`src/design/zrle_pkg.sv`:
```
// Shared types and constants for the zero run length encoder.
// Holds the controller states, result kinds and the command/status structs.
// No dependencies.
package zrle_pkg;

    // Controller states
    typedef enum logic [2:0] {
        S_IDLE,
        S_RUN,
        S_LIT,
        S_ESC,
        S_FOOT
    } t_state;

    // What the datapath puts into the output register on an emit
    typedef enum logic [1:0] {
        K_RUN_BIT,
        K_LITERAL,
        K_ESC_TAIL,
        K_FOOTER
    } t_kind;

    // Controller to datapath
    typedef struct packed {
        logic  accept;     // input request taken this cycle
        logic  run_start;  // begin flushing the pending zero run
        logic  emit;       // load the output register
        t_kind kind;
        logic  last;       // final result of the current input request
    } t_cmd;

    // Datapath to controller
    typedef struct packed {
        logic can_emit;    // output register free or draining
        logic in_zero;     // incoming byte is zero
        logic in_last;     // incoming byte closes the block
        logic run_pend;    // a zero run is waiting to be flushed
        logic bit_last;    // current run bit is the final one
        logic byte_zero;   // held byte is zero
        logic byte_esc;    // held byte needs the escape pair
        logic item_last;   // held byte closed the block
    } t_status;

    localparam logic [7:0] ESC_FIRST = 8'hFE;
    localparam logic [7:0] ESC_CODE  = 8'hFF;
    localparam logic [7:0] FOOT_OK   = 8'h01;
    localparam logic [7:0] FOOT_EXP  = 8'h00;

endpackage

```
`src/design/zrle_ctrl.sv`:
```
// Controller state machine for the zero run length encoder.
// Sequences run bits, literals, escape tails and the footer.
// Depends on zrle_pkg.
module zrle_ctrl (
    input  logic              i_clk,
    input  logic              i_rst_n,
    input  logic              i_s_tvalid,
    output logic              o_s_tready,
    input  zrle_pkg::t_status i_status,
    output zrle_pkg::t_cmd    o_cmd
);
    import zrle_pkg::*;

    t_state r_state;
    t_state n_state;

    // State register
    always_ff @(posedge i_clk) begin
        if (!i_rst_n) begin
            r_state <= S_IDLE;
        end else begin
            r_state <= n_state;
        end
    end

    // Next state and commands
    always_comb begin
        n_state     = r_state;
        o_cmd       = '0;
        o_cmd.kind  = K_RUN_BIT;
        o_s_tready  = (r_state == S_IDLE);
        unique case (r_state)
            S_IDLE: begin
                if (i_s_tvalid) begin
                    o_cmd.accept = 1'b1;
                    if (i_status.in_zero) begin
                        // a zero closing the block flushes its own run
                        if (i_status.in_last) begin
                            o_cmd.run_start = 1'b1;
                            n_state         = S_RUN;
                        end
                    end else if (i_status.run_pend) begin
                        o_cmd.run_start = 1'b1;
                        n_state         = S_RUN;
                    end else begin
                        n_state = S_LIT;
                    end
                end
            end
            S_RUN: begin
                if (i_status.can_emit) begin
                    o_cmd.emit = 1'b1;
                    o_cmd.kind = K_RUN_BIT;
                    if (i_status.bit_last) begin
                        n_state = i_status.byte_zero ? S_FOOT : S_LIT;
                    end
                end
            end
            S_LIT: begin
                if (i_status.can_emit) begin
                    o_cmd.emit = 1'b1;
                    o_cmd.kind = K_LITERAL;
                    o_cmd.last = !i_status.byte_esc && !i_status.item_last;
                    if (i_status.byte_esc) begin
                        n_state = S_ESC;
                    end else if (i_status.item_last) begin
                        n_state = S_FOOT;
                    end else begin
                        n_state = S_IDLE;
                    end
                end
            end
            S_ESC: begin
                if (i_status.can_emit) begin
                    o_cmd.emit = 1'b1;
                    o_cmd.kind = K_ESC_TAIL;
                    o_cmd.last = !i_status.item_last;
                    n_state    = i_status.item_last ? S_FOOT : S_IDLE;
                end
            end
            S_FOOT: begin
                if (i_status.can_emit) begin
                    o_cmd.emit = 1'b1;
                    o_cmd.kind = K_FOOTER;
                    o_cmd.last = 1'b1;
                    n_state    = S_IDLE;
                end
            end
            default: begin
                n_state = S_IDLE;
            end
        endcase
    end

endmodule

```
`src/design/zrle_dp.sv`:
```
// Datapath for the zero run length encoder: block counters, zero run
// length with its leading-one index, held byte and the output register.
// Depends on zrle_pkg.
module zrle_dp #(
    parameter int BLOCK_BITS = 24
) (
    input  logic              i_clk,
    input  logic              i_rst_n,
    input  logic [7:0]        i_s_tdata,
    input  logic              i_s_tlast,
    output logic              o_m_tvalid,
    input  logic              i_m_tready,
    output logic [7:0]        o_m_tdata,
    output logic [1:0]        o_m_tuser,
    output logic              o_m_tlast,
    input  zrle_pkg::t_cmd    i_cmd,
    output zrle_pkg::t_status o_status
);
    import zrle_pkg::*;

    localparam int W_IN  = BLOCK_BITS + 1;
    localparam int W_OUT = BLOCK_BITS + 2;
    localparam int W_IDX = $clog2(BLOCK_BITS + 1);

    // Control state
    logic [W_IN-1:0]  r_bytes_in,  n_bytes_in;
    logic [W_IN-1:0]  r_run_len,   n_run_len;   // zero run plus one
    logic [W_IDX-1:0] r_run_msb,   n_run_msb;   // leading one of r_run_len
    logic [W_OUT-1:0] r_bytes_out, n_bytes_out;
    logic [W_OUT-1:0] r_tok_mark,  n_tok_mark;
    logic             r_out_valid;

    // Payload
    logic [7:0]       r_byte;
    logic             r_last;
    logic [W_IDX-1:0] r_bit_idx, n_bit_idx;
    logic [7:0]       r_out_byte, n_out_byte;
    logic             r_out_footer;
    logic             r_out_exp;
    logic             r_out_last;

    logic [W_IN-1:0]  len_inc;
    logic             len_sat;
    logic             len_pow2;
    logic             expanded;
    logic             run_done;
    logic             is_footer;

    // Run length bookkeeping: the leading one moves up when len+1 is a power of two
    assign len_inc   = r_run_len + 1'b1;
    assign len_sat   = r_run_len[BLOCK_BITS] & r_run_len[0];
    assign len_pow2  = ((r_run_len & len_inc) == '0);
    assign run_done  = i_cmd.emit && (i_cmd.kind == K_RUN_BIT) && (r_bit_idx == '0);
    assign is_footer = i_cmd.emit && (i_cmd.kind == K_FOOTER);
    assign expanded  = (r_tok_mark >= {1'b0, r_bytes_in});

    always_comb begin
        n_run_len = r_run_len;
        n_run_msb = r_run_msb;
        if (i_cmd.accept && (i_s_tdata == 8'd0) && !len_sat) begin
            n_run_len = len_inc;
            if (len_pow2) begin
                n_run_msb = r_run_msb + 1'b1;
            end
        end else if (run_done || is_footer) begin
            n_run_len = W_IN'(1);
            n_run_msb = '0;
        end
    end

    // Block byte counters and token mark
    always_comb begin
        n_bytes_in  = r_bytes_in;
        n_bytes_out = r_bytes_out;
        n_tok_mark  = r_tok_mark;
        if (is_footer) begin
            n_bytes_in  = '0;
            n_bytes_out = '0;
            n_tok_mark  = '0;
        end else begin
            if (i_cmd.accept && !r_bytes_in[BLOCK_BITS]) begin
                n_bytes_in = r_bytes_in + 1'b1;
            end
            if (i_cmd.emit && !(&r_bytes_out)) begin
                n_bytes_out = r_bytes_out + 1'b1;
            end
            if (i_cmd.run_start || (i_cmd.emit && (i_cmd.kind == K_LITERAL))) begin
                n_tok_mark = r_bytes_out;
            end
        end
    end

    // Run bit index
    always_comb begin
        n_bit_idx = r_bit_idx;
        if (i_cmd.run_start) begin
            n_bit_idx = n_run_msb - 1'b1;
        end else if (i_cmd.emit && (i_cmd.kind == K_RUN_BIT)) begin
            n_bit_idx = r_bit_idx - 1'b1;
        end
    end

    // Result byte select
    always_comb begin
        case (i_cmd.kind)
            K_RUN_BIT:  n_out_byte = {7'd0, r_run_len[r_bit_idx]};
            K_LITERAL:  n_out_byte = (r_byte >= ESC_FIRST) ? ESC_CODE : r_byte + 8'd1;
            K_ESC_TAIL: n_out_byte = {7'd0, r_byte[0]};
            K_FOOTER:   n_out_byte = expanded ? FOOT_EXP : FOOT_OK;
            default:    n_out_byte = FOOT_OK;
        endcase
    end

    // Control registers
    always_ff @(posedge i_clk) begin
        if (!i_rst_n) begin
            r_bytes_in  <= '0;
            r_run_len   <= W_IN'(1);
            r_run_msb   <= '0;
            r_bytes_out <= '0;
            r_tok_mark  <= '0;
            r_out_valid <= 1'b0;
        end else begin
            r_bytes_in  <= n_bytes_in;
            r_run_len   <= n_run_len;
            r_run_msb   <= n_run_msb;
            r_bytes_out <= n_bytes_out;
            r_tok_mark  <= n_tok_mark;
            if (i_cmd.emit) begin
                r_out_valid <= 1'b1;
            end else if (i_m_tready) begin
                r_out_valid <= 1'b0;
            end
        end
    end

    // Payload registers
    always_ff @(posedge i_clk) begin
        r_bit_idx <= n_bit_idx;
        if (i_cmd.accept) begin
            r_byte <= i_s_tdata;
            r_last <= i_s_tlast;
        end
        if (i_cmd.emit) begin
            r_out_byte   <= n_out_byte;
            r_out_footer <= (i_cmd.kind == K_FOOTER);
            r_out_exp    <= (i_cmd.kind == K_FOOTER) && expanded;
            r_out_last   <= i_cmd.last;
        end
    end

    // Status back to the controller
    always_comb begin
        o_status.can_emit  = !r_out_valid || i_m_tready;
        o_status.in_zero   = (i_s_tdata == 8'd0);
        o_status.in_last   = i_s_tlast;
        o_status.run_pend  = (r_run_msb != '0);
        o_status.bit_last  = (r_bit_idx == '0);
        o_status.byte_zero = (r_byte == 8'd0);
        o_status.byte_esc  = (r_byte >= ESC_FIRST);
        o_status.item_last = r_last;
    end

    assign o_m_tvalid = r_out_valid;
    assign o_m_tdata  = r_out_byte;
    assign o_m_tuser  = {r_out_exp, r_out_footer};
    assign o_m_tlast  = r_out_last;

endmodule

```
`src/design/zero_run_length_encoder.sv`:
```
// Zero run length encoder, top level.
// Joins the controller (zrle_ctrl) and the datapath (zrle_dp); uses zrle_pkg.
//
// Takes one byte per request and gives its coded results one per cycle
// through a registered output while the output is not stalled. A new byte
// is taken only when the controller is idle, so each input byte's emit
// sequence is finished before the next byte is taken: a zero byte inside a
// block gives no result, a byte from 0x01 to 0xFD gives one literal, 0xFE
// or 0xFF gives the escape pair; a nonzero byte that ends a run of n zeros
// first gives floor(log2(n+1)) run bits, and the last byte of a block adds
// the footer (after the run bits of a trailing run). Stalls on the output
// hold the sequence. The leading one of the run length is tracked as zeros
// arrive, so no search is needed. Blocks should hold at most 2^BLOCK_BITS
// bytes; beyond that the counters saturate.
module zero_run_length_encoder #(
    parameter int BLOCK_BITS = 24
) (
    input  logic       i_clk,
    input  logic       i_rst_n,
    // input stream
    input  logic       i_s_tvalid,
    output logic       o_s_tready,
    input  logic [7:0] i_s_tdata,   // [7:0] in_byte
    input  logic       i_s_tlast,   // in_last
    // output stream
    output logic       o_m_tvalid,
    input  logic       i_m_tready,
    output logic [7:0] o_m_tdata,   // [7:0] out_byte
    output logic [1:0] o_m_tuser,   // [0] is_footer, [1] expanded
    output logic       o_m_tlast    // out_last
);
    import zrle_pkg::*;

    t_cmd    cmd;
    t_status status;

    zrle_ctrl u_ctrl (
        .i_clk      (i_clk),
        .i_rst_n    (i_rst_n),
        .i_s_tvalid (i_s_tvalid),
        .o_s_tready (o_s_tready),
        .i_status   (status),
        .o_cmd      (cmd)
    );

    zrle_dp #(
        .BLOCK_BITS (BLOCK_BITS)
    ) u_dp (
        .i_clk      (i_clk),
        .i_rst_n    (i_rst_n),
        .i_s_tdata  (i_s_tdata),
        .i_s_tlast  (i_s_tlast),
        .o_m_tvalid (o_m_tvalid),
        .i_m_tready (i_m_tready),
        .o_m_tdata  (o_m_tdata),
        .o_m_tuser  (o_m_tuser),
        .o_m_tlast  (o_m_tlast),
        .i_cmd      (cmd),
        .o_status   (status)
    );

endmodule

```
`config.mk`:
```
export PLATFORM = sky130hd
export DESIGN_NAME = zero_run_length_encoder
export DESIGN_NICKNAME = d
export VERILOG_FILES = /design/src/design/zrle_pkg.sv /design/src/design/zrle_ctrl.sv /design/src/design/zrle_dp.sv /design/src/design/zero_run_length_encoder.sv
export SDC_FILE = /design/constraint.sdc
export NUM_CORES = 1
export LEC_CHECK = 0
export ABC_AREA = 1
export ABC_CLOCK_PERIOD_IN_PS = 4700
export BUFFER_PORTS_ARGS = -buffer_cell sky130_fd_sc_hd__buf_4
export CELL_PAD_IN_SITES_DETAIL_PLACEMENT = 1
export CELL_PAD_IN_SITES_GLOBAL_PLACEMENT = 1
export CORE_ASPECT_RATIO = 1.5
export CORE_MARGIN = 3
export CORE_UTILIZATION = 48
export CTS_BUF_LIST = sky130_fd_sc_hd__clkbuf_4 sky130_fd_sc_hd__clkbuf_8
export CTS_CLUSTER_SIZE = 14
export DETAILED_ROUTE_END_ITERATION = 16
export PLACE_DENSITY = 0.92
export SYNTH_ARGS = -nofsm -noshare
export SYNTH_HDL_FRONTEND = slang
export SYNTH_SLANG_ARGS = --single-unit
```
`constraint.sdc`:
```
create_clock -name i_clk -period 4.7 [get_ports i_clk]
set_clock_uncertainty 0.2 [all_clocks]
set_input_delay 0.705 -clock i_clk [delete_from_list [all_inputs] [get_ports i_clk]]
set_output_delay 0.705 -clock i_clk [all_outputs]
set_load 0.01 [all_outputs]
```
==> results of run 1 <==
==> power groups by stage <==
stage	clock [uW]	sequential [uW]	combinational (uW)
6_report	849	1620	1620
5_1_grt	900	1640	1820
4_1_cts	857	1620	1630
3_5_place_dp	0	1640	1590
3_3_place_gp	0	1630	1520
2_1_floorplan	0	1590	1200
==> flip-flops by register name, indices dropped and copies added, names as in the netlist, 3 cells and up <==
name              flops
u_dp.r_bit_idx        5
u_dp.r_bytes_out     26
u_dp.r_tok_mark      26
u_dp.r_run_msb        5
u_dp.r_bytes_in      25
u_ctrl.r_state        3
u_dp.r_byte           8
u_dp.r_run_len       25
u_dp.o_m_tdata        8
==> cell type report <==
cell class              instances  area [sq um]  area share [%]
clock buffers                  19         249.0           2.858
repair buffers                 26         195.2           2.240
clock inverters                13         83.83          0.9621
inverters                     133         501.7           5.758
multi-input cells             807          4453           51.11
well taps                     206         257.7           2.958
flip-flops and latches        136          2973           34.12
==> per-stage QoR <==
step	util, %	instance area, sq um	std cells
floorplan	-	8104	1106
global placement	51.06	8376	1308
detailed placement	51.06	8376	1308
CTS	53.09	8708	1340
global route	53.12	8713	1340
finish	53.12	8713	1340
==> how the worst max path moves through the flow <==
stage                                              start                     endpoint  slack [ps]
final                     u_dp.r_run_len[0]$_SDFFE_PN1P_  u_dp.r_bit_idx[4]$_DFFE_PP_         520
after global routing      u_dp.r_run_len[0]$_SDFFE_PN1P_  u_dp.r_bit_idx[4]$_DFFE_PP_          20
after CTS                 u_dp.r_run_len[0]$_SDFFE_PN1P_  u_dp.r_bit_idx[4]$_DFFE_PP_         540
after detailed placement  u_dp.r_run_len[0]$_SDFFE_PN1P_  u_dp.r_bit_idx[4]$_DFFE_PP_         670
after global placement    u_dp.r_run_len[0]$_SDFFE_PN1P_  u_dp.r_bit_idx[4]$_DFFE_PP_         880
after floorplan           u_dp.r_run_len[0]$_SDFFE_PN1P_  u_dp.r_bit_idx[4]$_DFFE_PP_        1290
==> layout by cell type, fill, tap and decap left out, types with 2 or more instances in the layout <==
cell | synthesis | routed
a211oi_1 | 2 | 2
a21oi_1 | 121 | 121
a31oi_1 | 2 | 2
buf_4 | 6 | 26
clkbuf_4 | 0 | 2
clkbuf_8 | 0 | 17
clkinv_1 | 0 | 3
clkinv_2 | 0 | 2
clkinvlp_4 | 0 | 6
dfxtp_1 | 111 | 111
edfxtp_1 | 25 | 25
ha_1 | 58 | 58
inv_1 | 122 | 122
inv_2 | 10 | 10
nand2_1 | 223 | 223
nand2_2 | 5 | 5
nand3_1 | 53 | 53
nand3b_1 | 2 | 2
nand4_1 | 26 | 26
nor2_1 | 114 | 114
nor2_2 | 5 | 5
nor2_4 | 9 | 9
nor2_8 | 2 | 2
nor3_1 | 32 | 31
nor3_2 | 3 | 4
nor4_1 | 7 | 7
o211ai_1 | 5 | 5
o21a_1 | 2 | 2
o21ai_0 | 66 | 66
o21ai_1 | 3 | 3
o22ai_1 | 2 | 2
o31ai_1 | 2 | 2
or2_0 | 5 | 5
or2_1 | 2 | 2
or2_2 | 19 | 19
xnor2_1 | 4 | 4
xor2_1 | 22 | 22
==> cells by family (layout without fill, tap and decap cells) <==
kind of cell | Yosys count | in the layout | share of synthesized area [%]
buffers and inverters | 163 | 191 | 8.430
AO/OA/AOI/OAI | 209 | 209 | 13.59
flip-flops | 136 | 136 | 36.68
XOR/XNOR | 26 | 26 | 2.810
AND/OR/NAND/NOR | 514 | 514 | 29.54
adder cells (fa/ha/maj) | 58 | 58 | 8.955
==> timing repair <==
item / in CTS / in global routing
endpoints found under the setup margin: 0 / 1
resized for setup: 0 / 1
endpoints found under the hold margin: 0 / 0
==> metal layers <==
metal	GRT usage [%]	part of all wire, %
met4	15.91	5.0
met3	4.010	2.5
met2	51.65	56
met5	0	0
met1	26.52	37
==> impl_metrics.ini, run 1 <==
[clock_tree]
post_cts_buffers = 0
cts_tree = done
cts_buffers = 17
htree_levels = 4
clk_path_buf_depth = 2
cts.sinks = 136
insertion_delay_ps = 460
cts_hold_buffers = 0
clk_pin_slew_ps = 80
root_buffer = clkbuf_8

[synthesis]
synth_cell_type_count = 48
synth-main-ff-cell = dfxtp_1
yosys.area.top_type = dfxtp_1
synth_edf_count = 25
netlist_instances = 1106
seq_area_frac_synth_pct = 36.68
async_flop_share_pct = 0
synth_most_common_cell = nand2_1
postSynthAreaPerCell_sq_um = 7.327
ys_seq_elements = 136
ys_warn_count = 0
synth_nets = 1177
netlist_top_cells_count = nand2_1, inv_1, a21oi_1
netlist.area_leader.share_pct = 27.42
synthTopCellsByArea = dfxtp_1, nand2_1, edfxtp_1
synthesis.area_sq_mm = 0.008104

[worst_hold_path]
hold_path_end = u_dp.r_byte[2]$_DFFE_PP_
hp-class = input port to flop
hold_path_startpoint = i_s_tdata[2]
whs_path_depth = 1

[route]
via_count = 7724
routed_wl_um = 24060
ant_nets = 0
drt_iter0_drc = 360
drc = 0
routedWlPerCell_um = 17.96
vias_per_cell = 5.764
drt_first_pass_iters = 5

[place]
post-dp-hpwl_um = 17800
port_buffers = 25
routabilityCongestion = 0.8650
dp_slack_ps = 666.6

[global_route]
grt_start_max_net_pins = 46
grt_overflow_total = 0
grt_pass1_wl_um = 39910
grt_pass1_vias = 8312
antenna_found_initial = 0
grtUsageTotal_pct = 26.67

[power_and_ir_drop]
power_frac_seq_pct = 39.6
leakagePower_uw = 0.003434
p_total_uw = 4088
ir_drop_mv = 0.3959
p_switching_uw = 1768
internal_power_uw = 2320
power.density_mw_per_mm2 = 469.2
sw_frac_of_total_pct = 43.24
clkPwrFrac_pct = 20.8
pwr-share-comb_pct = 39.6

[sta]
min_period_ps = 4179
max_freq_mhz = 239.3
post-route-period-util_pct = 88.91
setup_viol = 0
rsz0062_at_grt = no
finalSetupTns_ps = 0
hold_viol = 0
relSlewSlack_pct = 29.04
worst_slack_ps = 521.4
timing.hold.ws_ps = 224.5
drv_slew = 0
tightest_slew_ps = 1063

[worst_setup_path]
start_kind = flop
reg2reg_to = u_dp.r_bit_idx[4]$_DFFE_PP_
cp_common_cell = nand2_1
worst-path-stages = 24
critPathTopFamily = simple AND/OR/NAND/NOR gates
worstPathBufferInverterCount = 2
worstSetupEndpointType = flop
reg2reg_depth = 24
max_stage_delay_ps = 410
crit_path_top_delay_cell = dfxtp_1
setup.worst_path.class = flop to flop
r2r-start = u_dp.r_run_len[0]$_SDFFE_PN1P_
cp_cell_sequence = ha_1 > nand3_1 > inv_1 > nand4_1 > nor3_1 > inv_1 > nor2_1 > nand4_1 > or2_1 > ha_1 > nor2_1 > nand2_1 > nor2_1 > nand3_1 > nor2_1 > nand2_1 > nand2_1 > nand2_1 > nand2_1 > ha_1 > nand3_1 > nor2_1 > nand2_1 > nand2_1
required_ps = 4840
crit_fanout = 6
worstPathArrival_ps = 4310
rrSetupSlack_ps = 520

[floorplan]
io_pins = 26
core_area_sq_mm = 0.01640
start_util_pct = 49.41
die_h_um = 165.1
die_area_sq_mm = 0.01851
dieWidth_um = 112.1
num_rows = 57

[cells_and_area]
fillers = 2141
finalNetCount = 1192
drive_gt1_share_pct = 10.23
n_antenna_cell = 0
syn_to_final_growth_pct = 7.519

[outcome]
status = complete, no violations

[job]
drv_cap = 0
Power figures use the tool's default switching activity.
==> inputs of run 2 (changes only) <==
Settings changed: PLACE_DENSITY 0.92 to 0.91, SYNTH_HIERARCHICAL set to 1.
==> run 2 against run 1 <==
Sequential power barely moved. Global-route usage shrank 1.4 points. Via count is 3.4% lower. Total power up 0.78%. Synthesized cell count fell by 1.1%. Sequential share of layout area down 0.18 points. Die area down 0.51%. Fmax grew 6.2%. Combinational power shrank 6%. First-iteration DRC count increased by 5.3%. Clock power increased by 18%. Count of clock-buffer cells in the layout decreased by 1.
==> impl_metrics.ini, run 2 <==
[outcome]
status = complete, no violations

[global_route]
grtUsageTotal_pct = 25.31
grt_pass1_wl_um = 37590
antenna_found_initial = 0
grt_start_max_net_pins = 45
grt_overflow_total = 0
grt_pass1_vias = 8114

[clock_tree]
cts.sinks = 136
cts_buffers = 17
cts_resized = 0
clk_pin_slew_ps = 90
insertion_delay_ps = 460
post_cts_buffers = 0
cts_tree = done
root_buffer = clkbuf_8
htree_levels = 4
cts_hold_buffers = 0
clk_path_buf_depth = 2

[route]
drt_iter0_drc = 379
via_count = 7464
vias_per_cell = 5.608
routed_wl_um = 22910
drt_first_pass_iters = 4
ant_nets = 0
drc = 0
routedWlPerCell_um = 17.21

[worst_setup_path]
reg2reg_depth = 21
crit_path_top_delay_cell = dfxtp_1
cp_cell_sequence = nand3_1 > nor2_1 > nand2_1 > nor3_2 > nand2_1 > nor2_2 > nand4_1 > nor3_2 > nand3_1 > ha_1 > nor2_1 > nand2_1 > nor2_1 > nand3_1 > nand2_1 > nand3_1 > nand3_1 > nand2_1 > ha_1 > nand4_1 > nand2_1
worstSetupEndpointType = flop
cp_common_cell = nand2_1
crit_fanout = 7
start_kind = flop
setup.worst_path.class = flop to flop
worstPathArrival_ps = 3960
r2r-start = u_dp/r_run_len[0]$_SDFFE_PN1P_
max_stage_delay_ps = 450
worstSetupStartpoint = u_dp/r_run_len[0]$_SDFFE_PN1P_
required_ps = 4720

[cells_and_area]
final_common_cell = nand2_1
design_area_sq_mm = 0.008758
n_antenna_cell = 0
reg_top3 = u_dp/r_bytes_out x26, u_dp/r_tok_mark x26
syn_to_final_growth_pct = 8.662
finalNetCount = 1183
mostFrequentLayoutCells = nand2_1, inv_1, nor2_1, dfxtp_1, a21oi_1
drive_gt1_share_pct = 11.29
fillers = 2123

[floorplan]
die_area_sq_mm = 0.01842
core_area_sq_mm = 0.01633
dieWidth_um = 111.8
num_rows = 57
start_util_pct = 49.35
die_h_um = 164.7
io_pins = 26

[job]
drv_cap = 0

[sta]
finalSetupTns_ps = 0
drv_slew = 0
max_freq_mhz = 254.2
setup_viol = 0
hold_viol = 0
post-route-period-util_pct = 83.69
rsz0062_at_grt = no
tightest_slew_ps = 1186
relSlewSlack_pct = 20.82
min_period_ps = 3934

[worst_hold_path]
hold_path_startpoint = i_s_tdata[4]
hp-class = input port to flop
whs_path_depth = 1

[place]
place_area_sq_mm = 0.008356
routabilityCongestion = 0.9046
post-dp-hpwl_um = 16840
port_buffers = 25

[synthesis]
synthTopCellsByArea = dfxtp_1, edfxtp_1, nand2_1
synth_mux_area_share_pct = 0
yosys.area.top_type = dfxtp_1
synth_edf_count = 25
synth_nets = 1165
synth_top_family_by_area = simple AND/OR/NAND/NOR gates
netlist_instances = 1094
synth_compound_area_share_pct = 12.93
seq_area_frac_synth_pct = 36.88
synthXorXnorAreaFrac_pct = 2.934
ys_seq_elements = 136
netlist_top_cells_count = nand2_1, inv_1, nor2_1
yosys.area_share.simple_pct = 29.28
synthesis.area_sq_mm = 0.008060
postSynthAreaPerCell_sq_um = 7.368
netlist.area_leader.share_pct = 27.57
synth_cell_type_count = 46
ys_warn_count = 6
synth-main-ff-cell = dfxtp_1
synth_most_common_cell = nand2_1
synth_fa_ha_area_share_pct = 9.003
async_flop_share_pct = 0

[power_and_ir_drop]
leakagePower_uw = 0.003578
ir_drop_mv = 0.3005
power.density_mw_per_mm2 = 470.4
## run 2: cell count changes in the layout (fill, tap and decap cells not counted), sizes merged, moves of 4 or more
cell / previous run / this run
nand3: 55 / 77
a21oi: 122 / 101
inv: 134 / 150
nand2: 229 / 213
or2: 26 / 17
o21ai: 69 / 61
o22ai: 2 / 10
xnor2: 4 / 12
xor2: 22 / 15
nor2: 130 / 136
clkinvlp: 6 / 2
nor4: 7 / 3
## run 2: power by group
| group | switching, uW | internal (uW) | total (uW) |
|---|---|---|---|
| logic | 1040 | 495 | 1530 |
| clock network | 511 | 491 | 1000 |
| registers | 155 | 1430 | 1590 |
## run 2: logic make-up (layout without fill, tap and decap cells)
family,after synthesis,in the layout
simple gates,513,513
buf+inv,174,205
fa+ha+maj,58,58
flops,136,136
compound gates,186,186
xor+xnor,27,27
## run 2: per-layer routing
metal  vias up  part of all wire, %  GRT usage, %
met3        75                  2.6         4.069
met5         -                    0             0
met1      3602                   37         22.90
met2       130                   56         51.88
met4         0                  4.7         14.33
li1       3657                    -             -
## run 2: worst paths after layout
path / endpoint / slack [ps]
hold reg to reg: u_dp/r_run_len[22]$_SDFFE_PN0P_ / 290
setup / recovery: u_dp/r_bit_idx[4]$_DFFE_PP_ / 770
setup reg to reg: u_dp/r_bit_idx[4]$_DFFE_PP_ / 770
hold / removal: u_dp/r_byte[4]$_DFFE_PP_ / 230
## run 2: area by class of cell
class                   instances  area [sq um]  share of cell area [%]
clock buffers                  18         241.5                   2.757
clock inverters                14         161.4                   1.843
inverters                     144         543.0                   6.200
multi-input cells             784          4364                   49.83
flip-flops and latches        136          2973                   33.94
well taps                     206         257.7                   2.943
repair buffers                 29         217.7                   2.486
## run 2: worst max-delay path: cells and delay by family, from the launching register on
kind,cells,cell delay [ps]
simple gates,19,2600
fa+ha+maj,2,460
flops,1,450
## run 2: per-stage QoR
step	std cells	hold WS (ps)	util (%)	setup WS (ps)	power [uW]
finish	1331	225.2	53.63	766.4	4120
global route	1331	199.8	53.63	352.0	4379
CTS	1331	194.9	53.63	778.6	4134
detailed placement	1299	280.4	51.16	776.1	3094
global placement	1299	266.9	51.16	1018	3008
floorplan	1094	249.5	-	1391	2665
==> inputs of run 3 (changes only) <==
Settings changed: ABC_CLOCK_PERIOD_IN_PS 4700 to 3460, CORE_UTILIZATION 48 to 43, PLACE_DENSITY 0.91 to 0.87.
Clock period 4.7 ns to 3.46 ns, I/O delays scaled along.
==> run 3 against run 2 <==
The flow now finishes with violations (setup timing). Cell count up 5.4%. Count of clock-buffer cells in the layout up 2. Critical path depth up 1. Hold slack worse by 190 ps. Fmax increased by 7.0%. Cell area is 5.1% higher. Via count increased by 4.0%. Die area up 11%. Register-to-register slack got worse by 980 ps. Largest cell class unchanged. Highest routed layer unchanged.
==> impl_metrics.ini, run 3 (synthesis gave the netlist of run 2 again) <==
[sta]
drv_slew = 0
hold_viol = 0
relSlewSlack_pct = 24.08
max_freq_mhz = 272.0
min_period_ps = 3676
setup_viol = 4
finalSetupTns_ps = -543.7
worst_slack_ps = -216.3
post-route-period-util_pct = 106.3
rsz0062_at_grt = yes
timing.hold.ws_ps = 30.77
tightest_slew_ps = 1138

[power_and_ir_drop]
p_total_uw = 5813
leakagePower_uw = 0.003748
ir_drop_mv = 0.4256
power.density_mw_per_mm2 = 631.6

[clock_tree]
htree_levels = 4
cts_buffers = 17
cts_hold_buffers = 0
clk_pin_slew_ps = 90
clk_path_buf_depth = 2
root_buffer = clkbuf_8
cts.sinks = 136
insertion_delay_ps = 480
cts_tree = done

[cells_and_area]
reg_top3 = u_dp/r_bytes_out x26, u_dp/r_tok_mark x26
finalNetCount = 1213
fillers = 2325
mostFrequentLayoutCells = nand2_1, inv_1, nor2_1, dfxtp_1, a21oi_1
syn_to_final_growth_pct = 14.19
drive_gt1_share_pct = 16.36
n_antenna_cell = 0
final_core_util_pct = 50.66
final_common_cell = nand2_1

[global_route]
grtUsageTotal_pct = 23.32
grt_pass1_wl_um = 38720
grt_overflow_total = 0
grt_start_max_net_pins = 45
antenna_found_initial = 0
grt_pass1_vias = 8059

[place]
post-dp-hpwl_um = 17060
routabilityCongestion = 0.9202
dp_slack_ps = -67.18
port_buffers = 25

[route]
drt_first_pass_iters = 5
drt_iter0_drc = 356
routed_wl_um = 24690
vias_per_cell = 5.530
drc = 0
routedWlPerCell_um = 17.60
ant_nets = 0
via_count = 7759

[floorplan]
core_area_sq_mm = 0.01817
start_util_pct = 44.37
num_rows = 60
dieWidth_um = 117.8
io_pins = 26
die_h_um = 173.7
die_area_sq_mm = 0.02046

[job]
drv_cap = 0

[worst_setup_path]
worstPathArrival_ps = 3720
crit_fanout = 5
start_kind = flop
worstSetupEndpointType = flop
setup.worst_path.class = flop to flop
required_ps = 3500
rrSetupSlack_ps = -220

[outcome]
status = finished, violations left
violations = setup timing

[worst_hold_path]
hp-class = input port to flop
## run 3: metal layers
| metal | up-vias | track usage [%] | wire, um | part of all wire, % |
|---|---|---|---|---|
| met5 | - | 0 | 0 | 0 |
| met4 | 0 | 14.03 | 1354 | 5.5 |
| met3 | 91 | 3.102 | 636 | 2.6 |
| met2 | 176 | 45.16 | 13550 | 55 |
| met1 | 3785 | 23.23 | 9148 | 37 |
| li1 | 3707 | - | - | - |
## run 3: final timing paths
kind,start,end,cells past startpoint
max,u_dp/r_run_len[0]$_SDFFE_PN1P_,u_dp/r_bit_idx[4]$_DFFE_PP_,22
min,i_s_tdata[5],u_dp/r_byte[5]$_DFFE_PP_,1
max reg2reg,u_dp/r_run_len[0]$_SDFFE_PN1P_,u_dp/r_bit_idx[4]$_DFFE_PP_,22
min reg2reg,u_dp/r_bytes_in[7]$_SDFFE_PP0P_,u_dp/r_bytes_in[7]$_SDFFE_PP0P_,2
## run 3: cell type report
type	count	area [sq um]	area share (%)
flip-flops and latches	136	2978	32.35
well taps	248	310.3	3.371
inverters	144	546.8	5.941
clock buffers	20	269.0	2.923
clock inverters	12	162.7	1.767
repair buffers	59	450.4	4.894
multi-input cells	784	4487	48.75
## run 3: critical path, cell delays in order (launching register included)
cell and delay, ps:
dfxtp_2 360, ha_1 150, inv_1 60, nor3_2 220, nand2_1 150, nor3_2 150
inv_1 90, nor2_2 130, nand4_1 170, nand3b_1 210, ha_1 200, nor2_1 170
nand2_1 110, nor2_2 130, buf_4 160, nand4_1 130, nand3_2 120, nand3_2 90
nand2_4 100, ha_4 160, nand3_2 70, nand2_1 80, nand2_1 50
## run 3: repair_timing
item | 4_1_cts | 5_1_grt
resized for setup | 9 | 30
hold endpoints to repair | 0 | 0
setup endpoints to repair | 4 | 8
setup buffers | 3 | 9
pin swaps | 4 | 29
## run 3: stage by stage
stage	cells	cell area, sq um
floorplan	1094	8060
global placement	1359	8543
detailed placement	1359	8543
CTS	1394	9024
global route	1403	9204
finish	1403	9204
## run 3: power breakdown
group	total, uW	internal [uW]	switching [uW]
combinational	2190	726	1460
clock	1450	770	684
sequential	2170	1940	223
